--- config.mk ---
export PLATFORM = sky130hd
export DESIGN_NAME = three_digit_seven_segment_scan_driver_top
export DESIGN_NICKNAME = d
export VERILOG_FILES = /design/src/hdl/tdss_pkg.sv /design/src/hdl/tdss_front.sv /design/src/hdl/tdss_queue.sv /design/src/hdl/tdss_back.sv /design/src/hdl/three_digit_seven_segment_scan_driver_top.sv
export SDC_FILE = /design/constraint.sdc
export NUM_CORES = 1
export LEC_CHECK = 0
export BUFFER_PORTS_ARGS = -buffer_cell sky130_fd_sc_hd__buf_2
export CAP_MARGIN = 5
export CORE_MARGIN = 2
export CORE_UTILIZATION = 62
export CTS_CLUSTER_SIZE = 28
export DETAILED_ROUTE_END_ITERATION = 7
export HOLD_SLACK_MARGIN = 0.05
export PLACE_DENSITY = 0.8
export SLEW_MARGIN = 20
export SYNTH_ARGS = -nofsm -noshare
export SYNTH_HDL_FRONTEND = slang
export SYNTH_HIERARCHICAL = 1
export SYNTH_SLANG_ARGS = --single-unit
--- constraint.sdc ---
create_clock -name i_clk -period 8.2 [get_ports i_clk]
set_clock_uncertainty 0.15 [all_clocks]
set_input_delay 1.23 -clock i_clk [delete_from_list [all_inputs] [get_ports i_clk]]
set_output_delay 1.23 -clock i_clk [all_outputs]
set_load 0.005 [all_outputs]
--- src/hdl/tdss_pkg.sv ---
// Shared types, codes and glyph lookup for the three-digit scan driver.
// No dependencies; every other file in hdl/ refers to this package by scope.
`timescale 1ns / 1ps

package tdss_pkg;

    // Display geometry
    localparam int NUM_DIGITS = 3;
    localparam int SCAN_W     = $clog2(NUM_DIGITS);
    localparam int CODE_W     = 5;
    localparam int SEG_W      = 8;

    // Command codes on the input channel
    localparam logic [1:0] ACT_TICK   = 2'd0;
    localparam logic [1:0] ACT_NUMBER = 2'd1;
    localparam logic [1:0] ACT_MODE   = 2'd2;

    // Message select for the set-mode command
    localparam logic [1:0] MODE_OFF = 2'd0;
    localparam logic [1:0] MODE_HI  = 2'd1;
    localparam logic [1:0] MODE_LO  = 2'd2;
    localparam logic [1:0] MODE_SET = 2'd3;

    // Result kinds on the output channel
    localparam logic [1:0] KIND_CLEAR = 2'd0;
    localparam logic [1:0] KIND_SHIFT = 2'd1;
    localparam logic [1:0] KIND_LATCH = 2'd2;

    // Character codes; anything at or above GLYPH_COUNT is blank
    localparam logic [CODE_W-1:0] CHR_DASH   = 5'd10;
    localparam logic [CODE_W-1:0] CHR_H      = 5'd11;
    localparam logic [CODE_W-1:0] CHR_I      = 5'd12;
    localparam logic [CODE_W-1:0] CHR_L      = 5'd13;
    localparam logic [CODE_W-1:0] CHR_O      = 5'd14;
    localparam logic [CODE_W-1:0] CHR_E      = 5'd15;
    localparam logic [CODE_W-1:0] CHR_T      = 5'd16;
    localparam logic [CODE_W-1:0] CHR_R      = 5'd17;
    localparam logic [CODE_W-1:0] CHR_S      = 5'd5;
    localparam logic [CODE_W-1:0] CHR_BLANK  = 5'd31;
    localparam logic [CODE_W-1:0] GLYPH_COUNT = 5'd18;

    localparam logic [9:0] MAX_NUMBER = 10'd999;

    // Serializer step numbering: clear, eight data bits, latch
    localparam int          STEP_W     = 4;
    localparam logic [STEP_W-1:0] STEP_CLEAR = 4'd0;
    localparam logic [STEP_W-1:0] STEP_LATCH = 4'd9;

    typedef logic [CODE_W-1:0] t_code;

    typedef struct packed {
        logic [1:0] action;
        logic [9:0] number;
        logic [1:0] mode;
    } t_in_item;

    typedef struct packed {
        logic [1:0]            kind;
        logic                  data_bit;
        logic [NUM_DIGITS-1:0] digit_enable;
        logic                  last;
    } t_out_item;

    // One queued tick: what the back end needs to play it out
    typedef struct packed {
        logic                  blank;
        logic [SEG_W-1:0]      pattern;
        logic [NUM_DIGITS-1:0] enable;
    } t_tick_desc;

    // Segment pattern per character code, shifted out LSB first
    function automatic logic [SEG_W-1:0] glyph(input t_code code);
        logic [SEG_W-1:0] pat;
        unique case (code)
            5'd0:    pat = 8'hE7;
            5'd1:    pat = 8'h84;
            5'd2:    pat = 8'hD3;
            5'd3:    pat = 8'hD5;
            5'd4:    pat = 8'hB4;
            5'd5:    pat = 8'h75;
            5'd6:    pat = 8'h77;
            5'd7:    pat = 8'hC4;
            5'd8:    pat = 8'hF7;
            5'd9:    pat = 8'hF5;
            5'd10:   pat = 8'h10;
            5'd11:   pat = 8'hB6;
            5'd12:   pat = 8'h02;
            5'd13:   pat = 8'h23;
            5'd14:   pat = 8'h17;
            5'd15:   pat = 8'h73;
            5'd16:   pat = 8'h33;
            5'd17:   pat = 8'h12;
            default: pat = 8'h00;
        endcase
        return pat;
    endfunction

endpackage

--- src/hdl/tdss_front.sv ---
// Front end: accepts commands, holds the display state, turns ticks into descriptors.
// Depends on tdss_pkg.
`timescale 1ns / 1ps

module tdss_front (
    input  logic                  i_clk,
    input  logic                  i_rst_n,
    input  logic                  i_in_valid,
    input  tdss_pkg::t_in_item    i_in,
    input  logic                  i_full,
    output logic                  o_in_stall,
    output logic                  o_push,
    output tdss_pkg::t_tick_desc  o_desc
);

    tdss_pkg::t_code [tdss_pkg::NUM_DIGITS-1:0] r_codes, n_codes;
    logic [tdss_pkg::NUM_DIGITS-1:0] r_mask, n_mask;
    logic [tdss_pkg::SCAN_W-1:0]     r_scan, n_scan;

    logic        w_accept;
    logic [15:0] w_h_prod;
    logic [3:0]  w_hund;
    logic [9:0]  w_rem_full;
    logic [6:0]  w_rem;
    logic [14:0] w_t_prod;
    logic [3:0]  w_tens;
    logic [6:0]  w_ones_full;
    logic [3:0]  w_ones;
    tdss_pkg::t_code w_cur;

    assign o_in_stall = i_full;
    assign w_accept   = i_in_valid && !i_full;

    // Decimal split by reciprocal multiply: n*41>>12 is n/100 for n<1000,
    // r*205>>11 is r/10 for r<100
    assign w_h_prod    = (16'(i_in.number) << 5) + (16'(i_in.number) << 3) + 16'(i_in.number);
    assign w_hund      = w_h_prod[15:12];
    assign w_rem_full  = i_in.number - ((10'(w_hund) << 6) + (10'(w_hund) << 5)
                                        + (10'(w_hund) << 2));
    assign w_rem       = w_rem_full[6:0];
    assign w_t_prod    = (15'(w_rem) << 7) + (15'(w_rem) << 6) + (15'(w_rem) << 3)
                         + (15'(w_rem) << 2) + 15'(w_rem);
    assign w_tens      = w_t_prod[14:11];
    assign w_ones_full = w_rem - ((7'(w_tens) << 3) + (7'(w_tens) << 1));
    assign w_ones      = w_ones_full[3:0];

    // State update per command
    always_comb begin
        n_codes = r_codes;
        n_mask  = r_mask;
        n_scan  = r_scan;
        o_push  = 1'b0;
        if (w_accept) begin
            unique case (i_in.action)
                tdss_pkg::ACT_TICK: begin
                    o_push = 1'b1;
                    if (r_scan == tdss_pkg::SCAN_W'(tdss_pkg::NUM_DIGITS - 1)) begin
                        n_scan = '0;
                    end else begin
                        n_scan = r_scan + tdss_pkg::SCAN_W'(1);
                    end
                end
                tdss_pkg::ACT_NUMBER: begin
                    if (i_in.number <= tdss_pkg::MAX_NUMBER) begin
                        n_codes    = {tdss_pkg::NUM_DIGITS{tdss_pkg::CHR_BLANK}};
                        n_codes[2] = tdss_pkg::CODE_W'(w_ones);
                        if (i_in.number < 10'd10) begin
                            n_mask = 3'b100;
                        end else if (i_in.number < 10'd100) begin
                            n_codes[1] = tdss_pkg::CODE_W'(w_tens);
                            n_mask     = 3'b110;
                        end else begin
                            n_codes[1] = tdss_pkg::CODE_W'(w_tens);
                            n_codes[0] = tdss_pkg::CODE_W'(w_hund);
                            n_mask     = 3'b111;
                        end
                    end
                end
                tdss_pkg::ACT_MODE: begin
                    n_codes = {tdss_pkg::NUM_DIGITS{tdss_pkg::CHR_BLANK}};
                    unique case (i_in.mode)
                        tdss_pkg::MODE_HI: begin
                            n_codes[0] = tdss_pkg::CHR_H;
                            n_codes[1] = tdss_pkg::CHR_I;
                            n_mask     = 3'b011;
                        end
                        tdss_pkg::MODE_LO: begin
                            n_codes[0] = tdss_pkg::CHR_L;
                            n_codes[1] = tdss_pkg::CHR_O;
                            n_mask     = 3'b011;
                        end
                        tdss_pkg::MODE_SET: begin
                            n_codes[0] = tdss_pkg::CHR_S;
                            n_codes[1] = tdss_pkg::CHR_E;
                            n_codes[2] = tdss_pkg::CHR_T;
                            n_mask     = 3'b111;
                        end
                        default: begin
                            n_mask = '0;
                        end
                    endcase
                end
                default: begin
                end
            endcase
        end
    end

    // Descriptor for the digit under scan
    assign w_cur          = r_codes[r_scan];
    assign o_desc.blank   = (w_cur >= tdss_pkg::GLYPH_COUNT);
    assign o_desc.pattern = tdss_pkg::glyph(w_cur);
    assign o_desc.enable  = r_mask[r_scan]
                          ? (tdss_pkg::NUM_DIGITS'(1) << r_scan) : '0;

    always_ff @(posedge i_clk) begin
        if (!i_rst_n) begin
            r_codes <= '0;
            r_mask  <= '0;
            r_scan  <= '0;
        end else begin
            r_codes <= n_codes;
            r_mask  <= n_mask;
            r_scan  <= n_scan;
        end
    end

endmodule

--- src/hdl/tdss_queue.sv ---
// Two-entry queue of tick descriptors between front and back end.
// Depends on tdss_pkg.
`timescale 1ns / 1ps

module tdss_queue (
    input  logic                  i_clk,
    input  logic                  i_rst_n,
    input  logic                  i_push,
    input  tdss_pkg::t_tick_desc  i_desc,
    input  logic                  i_pop,
    output logic                  o_full,
    output logic                  o_empty,
    output tdss_pkg::t_tick_desc  o_head
);

    tdss_pkg::t_tick_desc r_entry [2];
    logic       r_wr_ptr;
    logic       r_rd_ptr;
    logic [1:0] r_count;

    assign o_full  = (r_count == 2'd2);
    assign o_empty = (r_count == 2'd0);
    assign o_head  = r_entry[r_rd_ptr];

    // Entry storage
    always_ff @(posedge i_clk) begin
        if (i_push) begin
            r_entry[r_wr_ptr] <= i_desc;
        end
    end

    // Pointers and fill count
    always_ff @(posedge i_clk) begin
        if (!i_rst_n) begin
            r_wr_ptr <= 1'b0;
            r_rd_ptr <= 1'b0;
            r_count  <= '0;
        end else begin
            if (i_push) begin
                r_wr_ptr <= ~r_wr_ptr;
            end
            if (i_pop) begin
                r_rd_ptr <= ~r_rd_ptr;
            end
            case ({i_push, i_pop})
                2'b10:   r_count <= r_count + 2'd1;
                2'b01:   r_count <= r_count - 2'd1;
                default: r_count <= r_count;
            endcase
        end
    end

endmodule

--- src/hdl/tdss_back.sv ---
// Back end: plays one tick descriptor out as pin-level results, one per cycle
// while the output is not stalled. Depends on tdss_pkg.
`timescale 1ns / 1ps

module tdss_back (
    input  logic                  i_clk,
    input  logic                  i_rst_n,
    input  logic                  i_empty,
    input  tdss_pkg::t_tick_desc  i_head,
    output logic                  o_pop,
    output logic                  o_out_valid,
    input  logic                  i_out_stall,
    output tdss_pkg::t_out_item   o_out
);

    logic                         r_busy, n_busy;
    logic [tdss_pkg::STEP_W-1:0]  r_step, n_step;
    tdss_pkg::t_tick_desc         r_desc, n_desc;
    logic                         r_out_valid, n_out_valid;
    tdss_pkg::t_out_item          r_out, n_out;

    logic                         w_out_free;
    logic                         w_final;
    logic [tdss_pkg::STEP_W-1:0]  w_bit_idx;
    tdss_pkg::t_out_item          w_cur;

    assign w_out_free = !r_out_valid || !i_out_stall;
    assign w_final    = r_desc.blank ? (r_step == tdss_pkg::STEP_CLEAR)
                                     : (r_step == tdss_pkg::STEP_LATCH);
    assign w_bit_idx  = r_step - tdss_pkg::STEP_W'(1);

    // Result for the current step
    always_comb begin
        w_cur = '0;
        if (r_step == tdss_pkg::STEP_CLEAR) begin
            w_cur.kind = tdss_pkg::KIND_CLEAR;
            w_cur.last = r_desc.blank;
        end else if (r_step == tdss_pkg::STEP_LATCH) begin
            w_cur.kind         = tdss_pkg::KIND_LATCH;
            w_cur.digit_enable = r_desc.enable;
            w_cur.last         = 1'b1;
        end else begin
            w_cur.kind     = tdss_pkg::KIND_SHIFT;
            w_cur.data_bit = r_desc.pattern[w_bit_idx[2:0]];
        end
    end

    // Take the next descriptor when idle or when the current one finishes
    assign o_pop = !i_empty && (!r_busy || (w_out_free && w_final));

    always_comb begin
        n_busy      = r_busy;
        n_step      = r_step;
        n_desc      = r_desc;
        n_out_valid = r_out_valid;
        n_out       = r_out;
        if (w_out_free) begin
            n_out_valid = r_busy;
            if (r_busy) begin
                n_out = w_cur;
                if (w_final) begin
                    n_busy = 1'b0;
                end else begin
                    n_step = r_step + tdss_pkg::STEP_W'(1);
                end
            end
        end
        if (o_pop) begin
            n_busy = 1'b1;
            n_step = tdss_pkg::STEP_CLEAR;
            n_desc = i_head;
        end
    end

    always_ff @(posedge i_clk) begin
        if (!i_rst_n) begin
            r_busy      <= 1'b0;
            r_step      <= tdss_pkg::STEP_CLEAR;
            r_out_valid <= 1'b0;
        end else begin
            r_busy      <= n_busy;
            r_step      <= n_step;
            r_out_valid <= n_out_valid;
        end
    end

    // Payload registers
    always_ff @(posedge i_clk) begin
        r_desc <= n_desc;
        r_out  <= n_out;
    end

    assign o_out_valid = r_out_valid;
    assign o_out       = r_out;

`ifndef SYNTHESIS
    // Latch pulse always closes a tick
    a_latch_last: assert property (@(posedge i_clk) disable iff (!i_rst_n)
        r_out_valid && (r_out.kind == tdss_pkg::KIND_LATCH) |-> r_out.last)
        else $error("latch result without last");

    // Digit drive only on a latch result, and at most one line
    a_enable_latch: assert property (@(posedge i_clk) disable iff (!i_rst_n)
        r_out_valid && (r_out.kind != tdss_pkg::KIND_LATCH) |-> (r_out.digit_enable == '0))
        else $error("digit enable outside latch");

    a_enable_onehot: assert property (@(posedge i_clk) disable iff (!i_rst_n)
        r_out_valid |-> $onehot0(r_out.digit_enable))
        else $error("more than one digit enabled");

    // Never pop an empty queue
    a_pop_nonempty: assert property (@(posedge i_clk) disable iff (!i_rst_n)
        o_pop |-> !i_empty)
        else $error("pop from empty queue");

    // Step counter stays within a tick
    a_step_range: assert property (@(posedge i_clk) disable iff (!i_rst_n)
        r_busy |-> (r_step <= tdss_pkg::STEP_LATCH))
        else $error("step counter out of range");
`endif

endmodule

--- src/hdl/three_digit_seven_segment_scan_driver_top.sv ---
// Top level of the three-digit seven-segment scan driver.
// Depends on tdss_pkg, tdss_front, tdss_queue and tdss_back.
`timescale 1ns / 1ps

// Drives a three-digit multiplexed display through a serial shift register.
// Set-number and set-mode commands produce no output transaction. A tick
// produces ten output transactions (clear enables, eight data bits LSB first,
// latch with the digit enable), or one for a blank digit; the serializer in
// the back end issues one result per cycle while the output is not stalled.
// A two-entry tick queue lets the input side keep accepting commands while
// results wait on the output stall, until the queue fills.

module three_digit_seven_segment_scan_driver_top (
    input  logic                 i_clk,
    input  logic                 i_rst_n,
    input  logic                 i_in_valid,
    output logic                 o_in_stall,
    input  tdss_pkg::t_in_item   i_in,
    output logic                 o_out_valid,
    input  logic                 i_out_stall,
    output tdss_pkg::t_out_item  o_out
);

    logic                  w_push;
    logic                  w_pop;
    logic                  w_full;
    logic                  w_empty;
    tdss_pkg::t_tick_desc  w_desc;
    tdss_pkg::t_tick_desc  w_head;

    tdss_front u_front (
        .i_clk      (i_clk),
        .i_rst_n    (i_rst_n),
        .i_in_valid (i_in_valid),
        .i_in       (i_in),
        .i_full     (w_full),
        .o_in_stall (o_in_stall),
        .o_push     (w_push),
        .o_desc     (w_desc)
    );

    tdss_queue u_queue (
        .i_clk   (i_clk),
        .i_rst_n (i_rst_n),
        .i_push  (w_push),
        .i_desc  (w_desc),
        .i_pop   (w_pop),
        .o_full  (w_full),
        .o_empty (w_empty),
        .o_head  (w_head)
    );

    tdss_back u_back (
        .i_clk       (i_clk),
        .i_rst_n     (i_rst_n),
        .i_empty     (w_empty),
        .i_head      (w_head),
        .o_pop       (w_pop),
        .o_out_valid (o_out_valid),
        .i_out_stall (i_out_stall),
        .o_out       (o_out)
    );

endmodule
# --- Yosys cells after proc, flatten, opt, wreduce, memory -nomap -nowiden ---
# Memory sizes are Yosys's and may differ from the RTL's. A register that Yosys moved wholly into a read port is not among the register bits.
# Cells that the tools add are included.
word_totals:
  ramBits: 24
  memories: 2
  input_bits: 18
  rom_bits: 224
  reg_bits: 37
  output_inout_bits: 9
mem_list:
  columns: ["name", "words", "word_bits", "read_ports", "rd_ports_with_merged_regs", "write_ports", "line_no", "source"]
  rows:
  - ["(name not given)", 32, 7, 1, 0, 0, "tdss_pkg.sv:74", "unique case (code)"]
  - ["u_queue.r_entry", 2, 12, 1, 1, 1, "tdss_queue.sv:16", "tdss_pkg::t_tick_desc r_entry [2];"]
classes:
  muxes: 32
  n_reduce_logical: 24
  n_bitwise: 5
  n_shift: 1
  n_eq_ne: 11
  n_addsub: 16
  order_cmp: 6
ops:
  columns: ["operator", "n"]
  rows:
  - ["10-bit one-hot mux with 3 select lines", 1]
  - ["15-bit one-hot mux with 2 select lines", 1]
  - ["15-bit by 13-bit adder with 16-bit output", 1]
  - ["16-bit by 10-bit adder with 16-bit output", 1]
  - ["14-bit by 13-bit adder with 15-bit output", 1]
  - ["15-bit by 10-bit adder with 15-bit output", 1]
  - ["15-bit by 7-bit adder with 15-bit output", 1]
  - ["15-bit by 9-bit adder with 15-bit output", 1]
  - ["15-bit 2-to-1 mux", 1]
  - ["1-bit 2-to-1 mux", 14]
  - ["2-bit == test (second input constant)", 6]
  - ["3-bit one-hot mux with 2 select lines", 2]
  - ["5-bit binary-select mux with 2-bit select", 1]
  - ["10-bit <= comparator (second input constant)", 1]
  - ["10-bit by 4-bit < comparator with 1-bit output (second input constant)", 1]
  - ["10-bit by 7-bit < comparator with 1-bit output (second input constant)", 1]
  - ["10-bit 2-to-1 mux", 1]
  - ["5-bit 2-to-1 mux", 2]
  - ["3-bit 2-to-1 mux", 3]
  - ["2-bit OR reduction", 4]
  - ["7-bit by 6-bit adder with 7-bit output", 1]
  - ["7-bit adder", 1]
  - ["7-bit subtractor", 1]
  - ["2-bit by 1-bit == test with 1-bit output (second input constant)", 3]
  - ["26 further kinds", 44]

# --- Depth between registers and ports, before layout ---
# Gate-level depths: netlist (run 1).
depth:
  ltp_word: 13
  ltp_mapped: 31
  depth_no_buf: 31

# --- Modules after synthesis ---
# The synthesis (run 1) kept the hierarchy.
by_module_without_submodules:
  columns: ["mod", "cells_each", "seq_area_each_um2", "area_per_inst_um2", "instances"]
  rows:
  - ["tdss_front", 353, 400.4, 2880.3, 1]
  - ["tdss_queue", 59, 820.8, 1077.3, 1]
  - ["tdss_back", 70, 690.7, 1043.5, 1]

# --- Least setup slack after synthesis (run 1) ---
# Ideal clock, no wire load.
synth_timing:
  path_type: "input to register"
  startpoint: "input port i_in[4] (netlist name)"
  endpoint: "register u_front/r_codes[13] (netlist name)"
  path_buffers: 0
  arrival_ps: 7256
  stages: 29
  slack_ps: 724
  setup_time_ps: 70
  path_cell_list: "fa_1 ha_1 o21a_1 o211a_1 a221oi_2 nor2_2 xnor2_4 ha_1 inv_1 ha_1 ha_1 o21ai_0 nand2b_1 a21oi_1 xnor2_1 xnor3_2 fa_1 inv_1 ha_1 nand4_1 o21ai_0 nor2_1 o31ai_1 xor2_1 ha_1 a22oi_1 xnor2_1 xnor2_1 o2bb2ai_1"
synth_via:
  elab_chain_cells: 13
  elab_cells_between_ends: 16
synth_lines:
  columns: ["element", "line_no", "source"]
  rows:
  - ["from (decl)", "three_digit_seven_segment_scan_driver_top.sv:18", "input tdss_pkg::t_in_item i_in,"]
  - ["15-bit by 13-bit adder with 16-bit output", "tdss_front.sv:36", "assign w_h_prod = (16'(i_in.number) << 5) + (16'(i_in.number) << 3) + 16'(i_in.number);"]
  - ["16-bit by 10-bit adder with 16-bit output", "tdss_front.sv:36", null]
  - ["7-bit adder", "tdss_front.sv:38", "assign w_rem_full = i_in.number - ((10'(w_hund) << 6) + (10'(w_hund) << 5)"]
  - ["7-bit by 6-bit adder with 7-bit output", "tdss_front.sv:39", "+ (10'(w_hund) << 2));"]
  - ["7-bit subtractor", "tdss_front.sv:38", null]
  - ["14-bit by 13-bit adder with 15-bit output", "tdss_front.sv:41", "assign w_t_prod = (15'(w_rem) << 7) + (15'(w_rem) << 6) + (15'(w_rem) << 3)"]
  - ["15-bit by 10-bit adder with 15-bit output", "tdss_front.sv:41", null]
  - ["15-bit by 9-bit adder with 15-bit output", "tdss_front.sv:42", "+ (15'(w_rem) << 2) + 15'(w_rem);"]
  - ["15-bit by 7-bit adder with 15-bit output", "tdss_front.sv:42", null]
  - ["4-bit adder", "tdss_front.sv:44", "assign w_ones_full = w_rem - ((7'(w_tens) << 3) + (7'(w_tens) << 1));"]
  - ["4-bit subtractor", "tdss_front.sv:44", null]
  - ["15-bit 2-to-1 mux", "tdss_front.sv:64", "if (i_in.number <= tdss_pkg::MAX_NUMBER) begin"]
  - ["15-bit one-hot mux with 2 select lines", "tdss_front.sv:54", "unique case (i_in.action)"]
  - ["to (signal assigned)", "tdss_front.sv:122", "r_codes <= n_codes;"]
  - ["to (decl)", "tdss_front.sv:16", "tdss_pkg::t_code [tdss_pkg::NUM_DIGITS-1:0] r_codes, n_codes;"]
# Parallel ways exist; a longest one is shown, timed or not. The select of a mux whose other input is x is not followed.
# A chain may end at the register's enable or synchronous reset.

# --- Worst setup path after layout (run 1) ---
layout_timing:
  startpoint: "input port i_in[2] (netlist name)"
  endpoint: "register u_front/r_codes[12] (netlist name)"
# The elaborated chain is that of the path after synthesis.

==> out/summary.log, run 1 <==
qor: worst_setup_path.cpMaxStageDelayCell fa_1
qor: cells_and_area.post-route-util 70.9%
qor: clocking.clock_insertion_delay_worst_skew 0.34 ns
qor: drt.residual_drc_count 0
qor: worst_setup_path.critPathRequiredTime 8.26 ns
qor: logic_synthesis.netlist-cell-type-count 56
qor: global_route.grt_antenna_before_repair 0
qor: drt.route.final.wire_length 9850 um
qor: logic_synthesis.synth.ff_latch_count 74
qor: flow_run.max-cap-violations 0
qor: timing.worst_pin_slew 0.913 ns
qor: cells_and_area.sequential_standard_cell_area 1910 um^2
qor: worst_setup_path.setup.worst_path.class input port to flip-flop
qor: timing.clock.fmax 129 MHz
qor: cells_and_area.antenna_cells_inserted 0
qor: floorplanning.coreArea 7770 um^2
qor: timing.finalSetupViolations 0
qor: timing.hold_violation_count_in_the_final_report 0
qor: clocking.cts.htree.levels 3
qor: clocking.num_cts_buffers 9
qor: logic_synthesis.post_synthesis_mean_instance_area 10.4 um^2
qor: logic_synthesis.synth.area.mux_share 5.98%
qor: logic_synthesis.seq_area_frac_synth 38.2%
qor: logic_synthesis.synthTopCellsByArea edfxtp_1, ha_1, dfxtp_1
qor: clocking.numClockSinks 74
qor: timing.timing.final.crit_period 7.74 ns
qor: floorplanning.pin_count 27
qor: worst_setup_path.rr_worst_depth 9
qor: placement.finalWeightedCongestion 0.864
qor: hold_path.min_path_type flip-flop to flip-flop
qor: global_route.grt_remaining_overflow 0
qor: cells_and_area.mostFrequentLayoutCells ha_1, nor2_1, edfxtp_1
qor: logic_synthesis.postSynthCellCount 482
qor: logic_synthesis.compound_gate_portion_of_the_synthesized_area 13.3%
qor: floorplanning.num_rows 32
qor: logic_synthesis.synth_enable_flop_cells 43
qor: placement.detailedPlacementHpwl 7500 um
qor: clocking.clk_root_buffer_cell clkbuf_8
qor: floorplanning.floorplan.initialDensity 64.4%
qor: logic_synthesis.area_share_of_the_leading_cell_type_in_the_synthesized_netlist 25.8%
qor: logic_synthesis.yosys.area_share.adder 20.6%
qor: timing.final.period_utilization 94.5%
qor: cells_and_area.share_of_post_route_cells_with_drive_strength_above_1 14.9%
qor: floorplanning.fp.dieArea 8800 um^2
qor: cells_and_area.design.final.nets 613
qor: logic_synthesis.async_reset_ff_share 0%
qor: cells_and_area.multiInputGateArea 2880 um^2
qor: global_route.overall_routing_resource_usage 24.5%
qor: clocking.clock_path_buffers 2
qor: floorplanning.die-height 93.8 um
qor: hold_path.whs_path_depth 2
qor: global_route.grt_pass1_wl 16800 um
qor: logic_synthesis.synth.cell_area 5000 um^2
qor: drt.initialDrtViolationCount 237
qor: floorplanning.fp.dieW 93.8 um
qor: worst_setup_path.slowest_delay 0.55 ns
qor: global_route.grt_pass1_vias 3543
qor: drt.avgViaCountPerCell 5.72
qor: drt.postRouteAntennaNets 0
qor: drt.routedWlPerCell 15.7 um
qor: worst_setup_path.timing.critical_path.buf_inv 6
qor: worst_setup_path.critical-path-top-cell-by-count ha_1
qor: drt.detail_route.first_pass.iterations 5
qor: logic_synthesis.synth_area_leader_cell edfxtp_1
qor: logic_synthesis.synth_xor_area_share 5.58%
qor: logic_synthesis.postSynth.topFlopCell edfxtp_1
qor: logic_synthesis.synth-simple-area-share 12.0%
qor: logic_synthesis.synth_nets 575
qor: global_route.grt_max_degree 17
qor: worst_setup_path.crit_cells 32
qor: drt.via_count 3586
qor: worst_setup_path.path_delay_family adder cells
qor: worst_setup_path.critical_path_arrival 7.80 ns
qor: cells_and_area.area.growth.synth_to_final 10.2%
qor: clocking.clk_pin_slew 0.08 ns
qor: worst_setup_path.timing.critical_path.from_type input port
qor: timing.final_max_tran_viols 0
qor: cells_and_area.layout.filler_cells 571
qor: clocking.cts_hold_repair.buffers 0
qor: logic_synthesis.yosysWarnings 6
qor: outcome.outcome completed
qor: worst_setup_path.worst-path-max-fanout 5
qor: timing.slew_headroom 38.7%
qor: worst_setup_path.cp-end-kind flip-flop
qor: logic_synthesis.synth_top_family_by_area adder cells
qor: clocking.clock_tree_from_tritoncts done
qor: placement.port_buffers 26
qor: cells_and_area.layout.cells.most_common ha_1
==> per-layer routing <==
| metal | global-route usage [%] | wire (um) | vias to the layer above |
|---|---|---|---|
| met2 | 40.8 | 4770 | 91 |
| met4 | 7.13 | 108 | 0 |
| met3 | 3.69 | 410 | 9 |
| met1 | 33.3 | 4560 | 1702 |
| met5 | 0 | 0 | - |
| li1 | - | - | 1784 |
==> what timing repair did <==
| action | CTS | global route |
|---|---|---|
| setup endpoints to repair | 0 | 2 |
| resized for setup | 0 | 2 |
| buffers inserted | 0 | 5 |
==> registers in the layout (all words and copies together), names as in the netlist, 2 cells and up, named ones only <==
signal,cells
u_front/r_mask,3
u_back/r_step,4
u_front/r_codes,15
u_queue/r_count,2
u_back/r_desc,12
u_queue/r_entry,24
u_front/r_scan,2
u_back/o_out,7
==> worst reg2reg max path, stage by stage, from the launching register on <==
cell and delay (ns):
dfxtp_1 0.63, mux2i_1 0.28, nor2_1 0.07, a21oi_1 0.54, inv_1 0.19, ha_1 0.31, a21oi_1 0.16, nor2_1 0.05
a31oi_1 0.12, o21ai_0 0.13
==> kinds of logic (layout without fill, tap and decap cells) <==
kind of cell / Yosys count / after routing
AO/OA/AOI/OAI: 102 / 102
XOR/XNOR: 28 / 28
adder cells (fa/ha/maj): 75 / 75
buffers and inverters: 53 / 96
flip-flops: 74 / 74
multiplexers: 25 / 25
other: 1 / 1
AND/OR/NAND/NOR: 124 / 124
==> path summary, 6_finish.rpt <==
check	from	end	slack [ns]
worst max-delay path	i_in[2]	u_front/r_codes[12]	0.46
worst min-delay path	u_front/r_codes[6]	u_front/r_codes[6]	0.31
worst max register to register	u_front/r_scan[1]	u_queue/r_entry[1][4]	5.27
worst min register to register	u_front/r_codes[6]	u_front/r_codes[6]	0.31
==> per-stage QoR <==
step | instances | hold WS [ns] | setup slack [ns] | area (um^2) | setup TNS [ns]
5_1_grt | 627 | 0.322 | -0.0866 | 5510 | -0.217
2_1_floorplan | 482 | 0.281 | 0.724 | 5000 | 0
4_1_cts | 622 | 0.310 | 0.418 | 5470 | 0
3_3_place_gp | 606 | 0.292 | 0.317 | 5260 | 0
6_report | 627 | 0.313 | 0.455 | 5510 | 0
3_5_place_dp | 606 | 0.294 | 0.0727 | 5260 | 0
==> area by class of cell <==
type / count / share of cell area (%)
inverters: 41 / 2.79
clock inverters: 7 / 1.52
repair buffers: 39 / 4.13
well taps: 102 / 2.32
flip-flops and latches: 74 / 34.7
clock buffers: 9 / 2.25
multi-input cells: 355 / 52.3
==> synthesized netlist by cell type (5+ instances only) <==
cell type	n
a211oi_1	6
a21o_1	5
a21oi_1	30
and2_1	11
clkbuf_1	6
dfxtp_1	31
edfxtp_1	43
fa_1	12
ha_1	63
inv_1	41
mux2_2	13
mux2i_1	10
nand2_1	25
nand2b_1	6
nor2_1	46
nor2b_1	8
nor3_1	10
o21a_1	5
o21ai_0	22
o31ai_1	7
xnor2_1	16
xor2_1	10
Power of run 1 is left out: the tool's default activity adds up to more than one toggle a clock period on the data nets, which glitch-free logic cannot reach.
==> run 2: changes to the inputs <==
--- a/config.mk
+++ b/config.mk
@@ -7,12 +7,11 @@
 export LEC_CHECK = 0
 export BUFFER_PORTS_ARGS = -buffer_cell sky130_fd_sc_hd__buf_2
 export CAP_MARGIN = 5
-export CORE_MARGIN = 2
-export CORE_UTILIZATION = 62
+export CORE_UTILIZATION = 56
 export CTS_CLUSTER_SIZE = 28
 export DETAILED_ROUTE_END_ITERATION = 7
 export HOLD_SLACK_MARGIN = 0.05
-export PLACE_DENSITY = 0.8
+export PLACE_DENSITY = 0.76
 export SLEW_MARGIN = 20
 export SYNTH_ARGS = -nofsm -noshare
 export SYNTH_HDL_FRONTEND = slang
==> constraint.sdc (replaced) <==
create_clock -name i_clk -period 7 [get_ports i_clk]
set_clock_uncertainty 0.15 [all_clocks]
set_input_delay 1.05 -clock i_clk [delete_from_list [all_inputs] [get_ports i_clk]]
set_output_delay 1.05 -clock i_clk [all_outputs]
set_load 0.005 [all_outputs]
==> out/summary.log, run 2 (synthesized netlist as in run 1, its figures left out) <==
qor: hold_path.whs_path_depth 2
qor: placement.finalWeightedCongestion 0.949
qor: clocking.clk_root_buffer_cell clkbuf_8
qor: global_route.overall_routing_resource_usage 23.5%
qor: clocking.num_cts_buffers 9
qor: worst_setup_path.timing.critical_path.from_type input port
qor: global_route.grt_pass1_vias 3673
qor: worst_setup_path.path_delay_family adder cells
qor: timing.postLayoutSetupSlackWorst -0.0803 ns
qor: cells_and_area.final_area 5920 um^2
qor: cells_and_area.mostFrequentLayoutCells ha_1, buf_4, nor2_1, edfxtp_1, inv_1
qor: timing.timing.final.crit_period 7.08 ns
qor: drt.postRouteAntennaNets 0
qor: global_route.grt_remaining_overflow 0
qor: timing.setup_repair_after_global_routing_missed_its_margin true
qor: clocking.clk_pin_slew 0.08 ns
qor: floorplanning.die-height 96.5 um
qor: clocking.clock_insertion_delay_worst_skew 0.34 ns
qor: floorplanning.floorplan.initialDensity 57.6%
qor: floorplanning.coreArea 8680 um^2
qor: cells_and_area.share_of_post_route_cells_with_drive_strength_above_1 25.1%
qor: drt.residual_drc_count 0
qor: floorplanning.fp.dieW 96.5 um
qor: placement.detailedPlacementHpwl 8110 um
qor: worst_setup_path.critPathRequiredTime 7.06 ns
qor: worst_setup_path.rr_worst_depth 8
qor: worst_setup_path.timing.rr.start u_front/r_scan[1]
qor: global_route.grt_antenna_before_repair 0
qor: hold_path.min_path_type flip-flop to flip-flop
qor: clocking.clock_path_buffers 2
qor: cells_and_area.reg.largest.list u_queue/r_entry: 24 flops, u_front/r_codes: 15 flops, u_back/r_desc: 12 flops
qor: flow_run.max-cap-violations 0
qor: placement.placed_cell_area 5640 um^2
qor: drt.detail_route.first_pass.iterations 5
qor: outcome.outcome finished, violations left
qor: worst_setup_path.setup.worst_path.class input port to flip-flop
qor: cells_and_area.layout.cells.most_common ha_1
qor: drt.avgViaCountPerCell 5.67
qor: cells_and_area.layout.filler_cells 635
qor: clocking.clock_tree_from_tritoncts done
qor: cells_and_area.antenna_cells_inserted 0
qor: timing.clock.fmax 141 MHz
qor: hold_path.min-delay-start u_front/r_codes[6]
qor: global_route.grt_max_degree 17
qor: hold_path.hold_path_end u_front/r_codes[6]
qor: drt.routedWlPerCell 15.8 um
qor: drt.initialDrtViolationCount 224
qor: clocking.cts.htree.levels 3
qor: drt.route.final.wire_length 10500 um
qor: worst_setup_path.cp-end-kind flip-flop
qor: global_route.grt_pass1_wl 16600 um
qor: worst_setup_path.reg2reg_setup_slack 4.10 ns
qor: clocking.numClockSinks 74
qor: floorplanning.num_rows 34
qor: timing.final_max_tran_viols 0
qor: cells_and_area.multiInputGateArea 3050 um^2
qor: timing.finalSetupViolations 2
qor: cells_and_area.sequential_standard_cell_area 1910 um^2
qor: timing.worst_pin_slew 0.880 ns
qor: worst_setup_path.critical_path_arrival 7.14 ns
qor: timing.slew_headroom 40.9%
qor: worst_setup_path.worst-path-max-fanout 3
qor: cells_and_area.area.growth.synth_to_final 18.4%
qor: clocking.cts_hold_repair.buffers 0
qor: timing.final.period_utilization 101%
qor: cells_and_area.register_bank_with_the_most_flops u_queue/r_entry
qor: worst_setup_path.timing.critical_path.buf_inv 5
qor: placement.port_buffers 26
qor: cells_and_area.design.final.nets 646
qor: drt.via_count 3777
qor: cells_and_area.post-route-util 68.2%
qor: worst_setup_path.cpMaxStageDelayCell fa_1
qor: floorplanning.pin_count 27
qor: worst_setup_path.worst_r2r_endpoint u_queue/r_entry[1][4]
qor: cells_and_area.largest_register_ff_count 24
qor: floorplanning.fp.dieArea 9310 um^2
qor: timing.hold_violation_count_in_the_final_report 0
qor: outcome.violations_in_the_final_reports negative setup slack
qor: worst_setup_path.slowest_delay 0.55 ns
run 2: cell types whose count changed in the layout (fill, tap and decap cells not counted), sizes merged:
cell,delta
clkbuf,+1
buf,+33
clkinvlp,+3
bufinv,-1
clkinv,+1
inv,-4
run 2: layout make-up:
cell class,count,area share (%)
Clock inverter,6,0.676
Tap cell,108,2.28
Inverter,41,2.70
Multi-Input combinational cell,355,51.5
Clock buffer,10,2.32
Sequential cell,74,32.3
Timing Repair Buffer,72,8.26
run 2: worst reg2reg max path: cells and delay by family, from the launching register on:
family          cells  cell delay, ns
flops               1            0.61
compound gates      4            1.01
simple gates        2            0.32
fa+ha+maj           1            0.32
buf+inv             1            0.19
run 2: worst max path at each step:
stage / from / to / slack (ns) / cells past startpoint
2_1_floorplan: i_in[2] / u_front/r_codes[13] / 0.02 / 29
3_5_place_dp: i_in[2] / u_front/r_codes[13] / -0.52 / 30
5_1_grt: i_in[2] / u_front/r_codes[13] / -0.37 / 33
3_3_place_gp: i_in[2] / u_front/r_codes[13] / -0.21 / 30
4_1_cts: i_in[2] / u_front/r_codes[13] / -0.03 / 34
6_report: i_in[4] / u_front/r_codes[13] / -0.08 / 28
run 2: repair_timing:
action	CTS	global route
setup buffers	1	2
endpoints found under the hold margin	0	0
setup endpoints to repair	3	4
pin swaps	6	14
resized for setup	3	21
run 2: metrics by stage:
step	cells	hold WS [ns]	TNS, ns	worst slack, ns
after global routing	666	0.328	-0.953	-0.371
after global placement	647	0.292	-0.598	-0.212
after detailed placement	647	0.296	-1.48	-0.519
final	666	0.305	-0.129	-0.0803
after CTS	664	0.305	-0.0302	-0.0302
after floorplan	482	0.281	0	0.0214
run 2: layer usage:
metal | GRT usage, % | vias to the layer above | routed length (um)
li1 | - | 1855 | -
met3 | 3.21 | 21 | 387
met5 | 0 | - | 0
met1 | 27.8 | 1799 | 4420
met4 | 6.86 | 0 | 197
met2 | 43.8 | 102 | 5500
Power of run 2 is left out for the same reason.
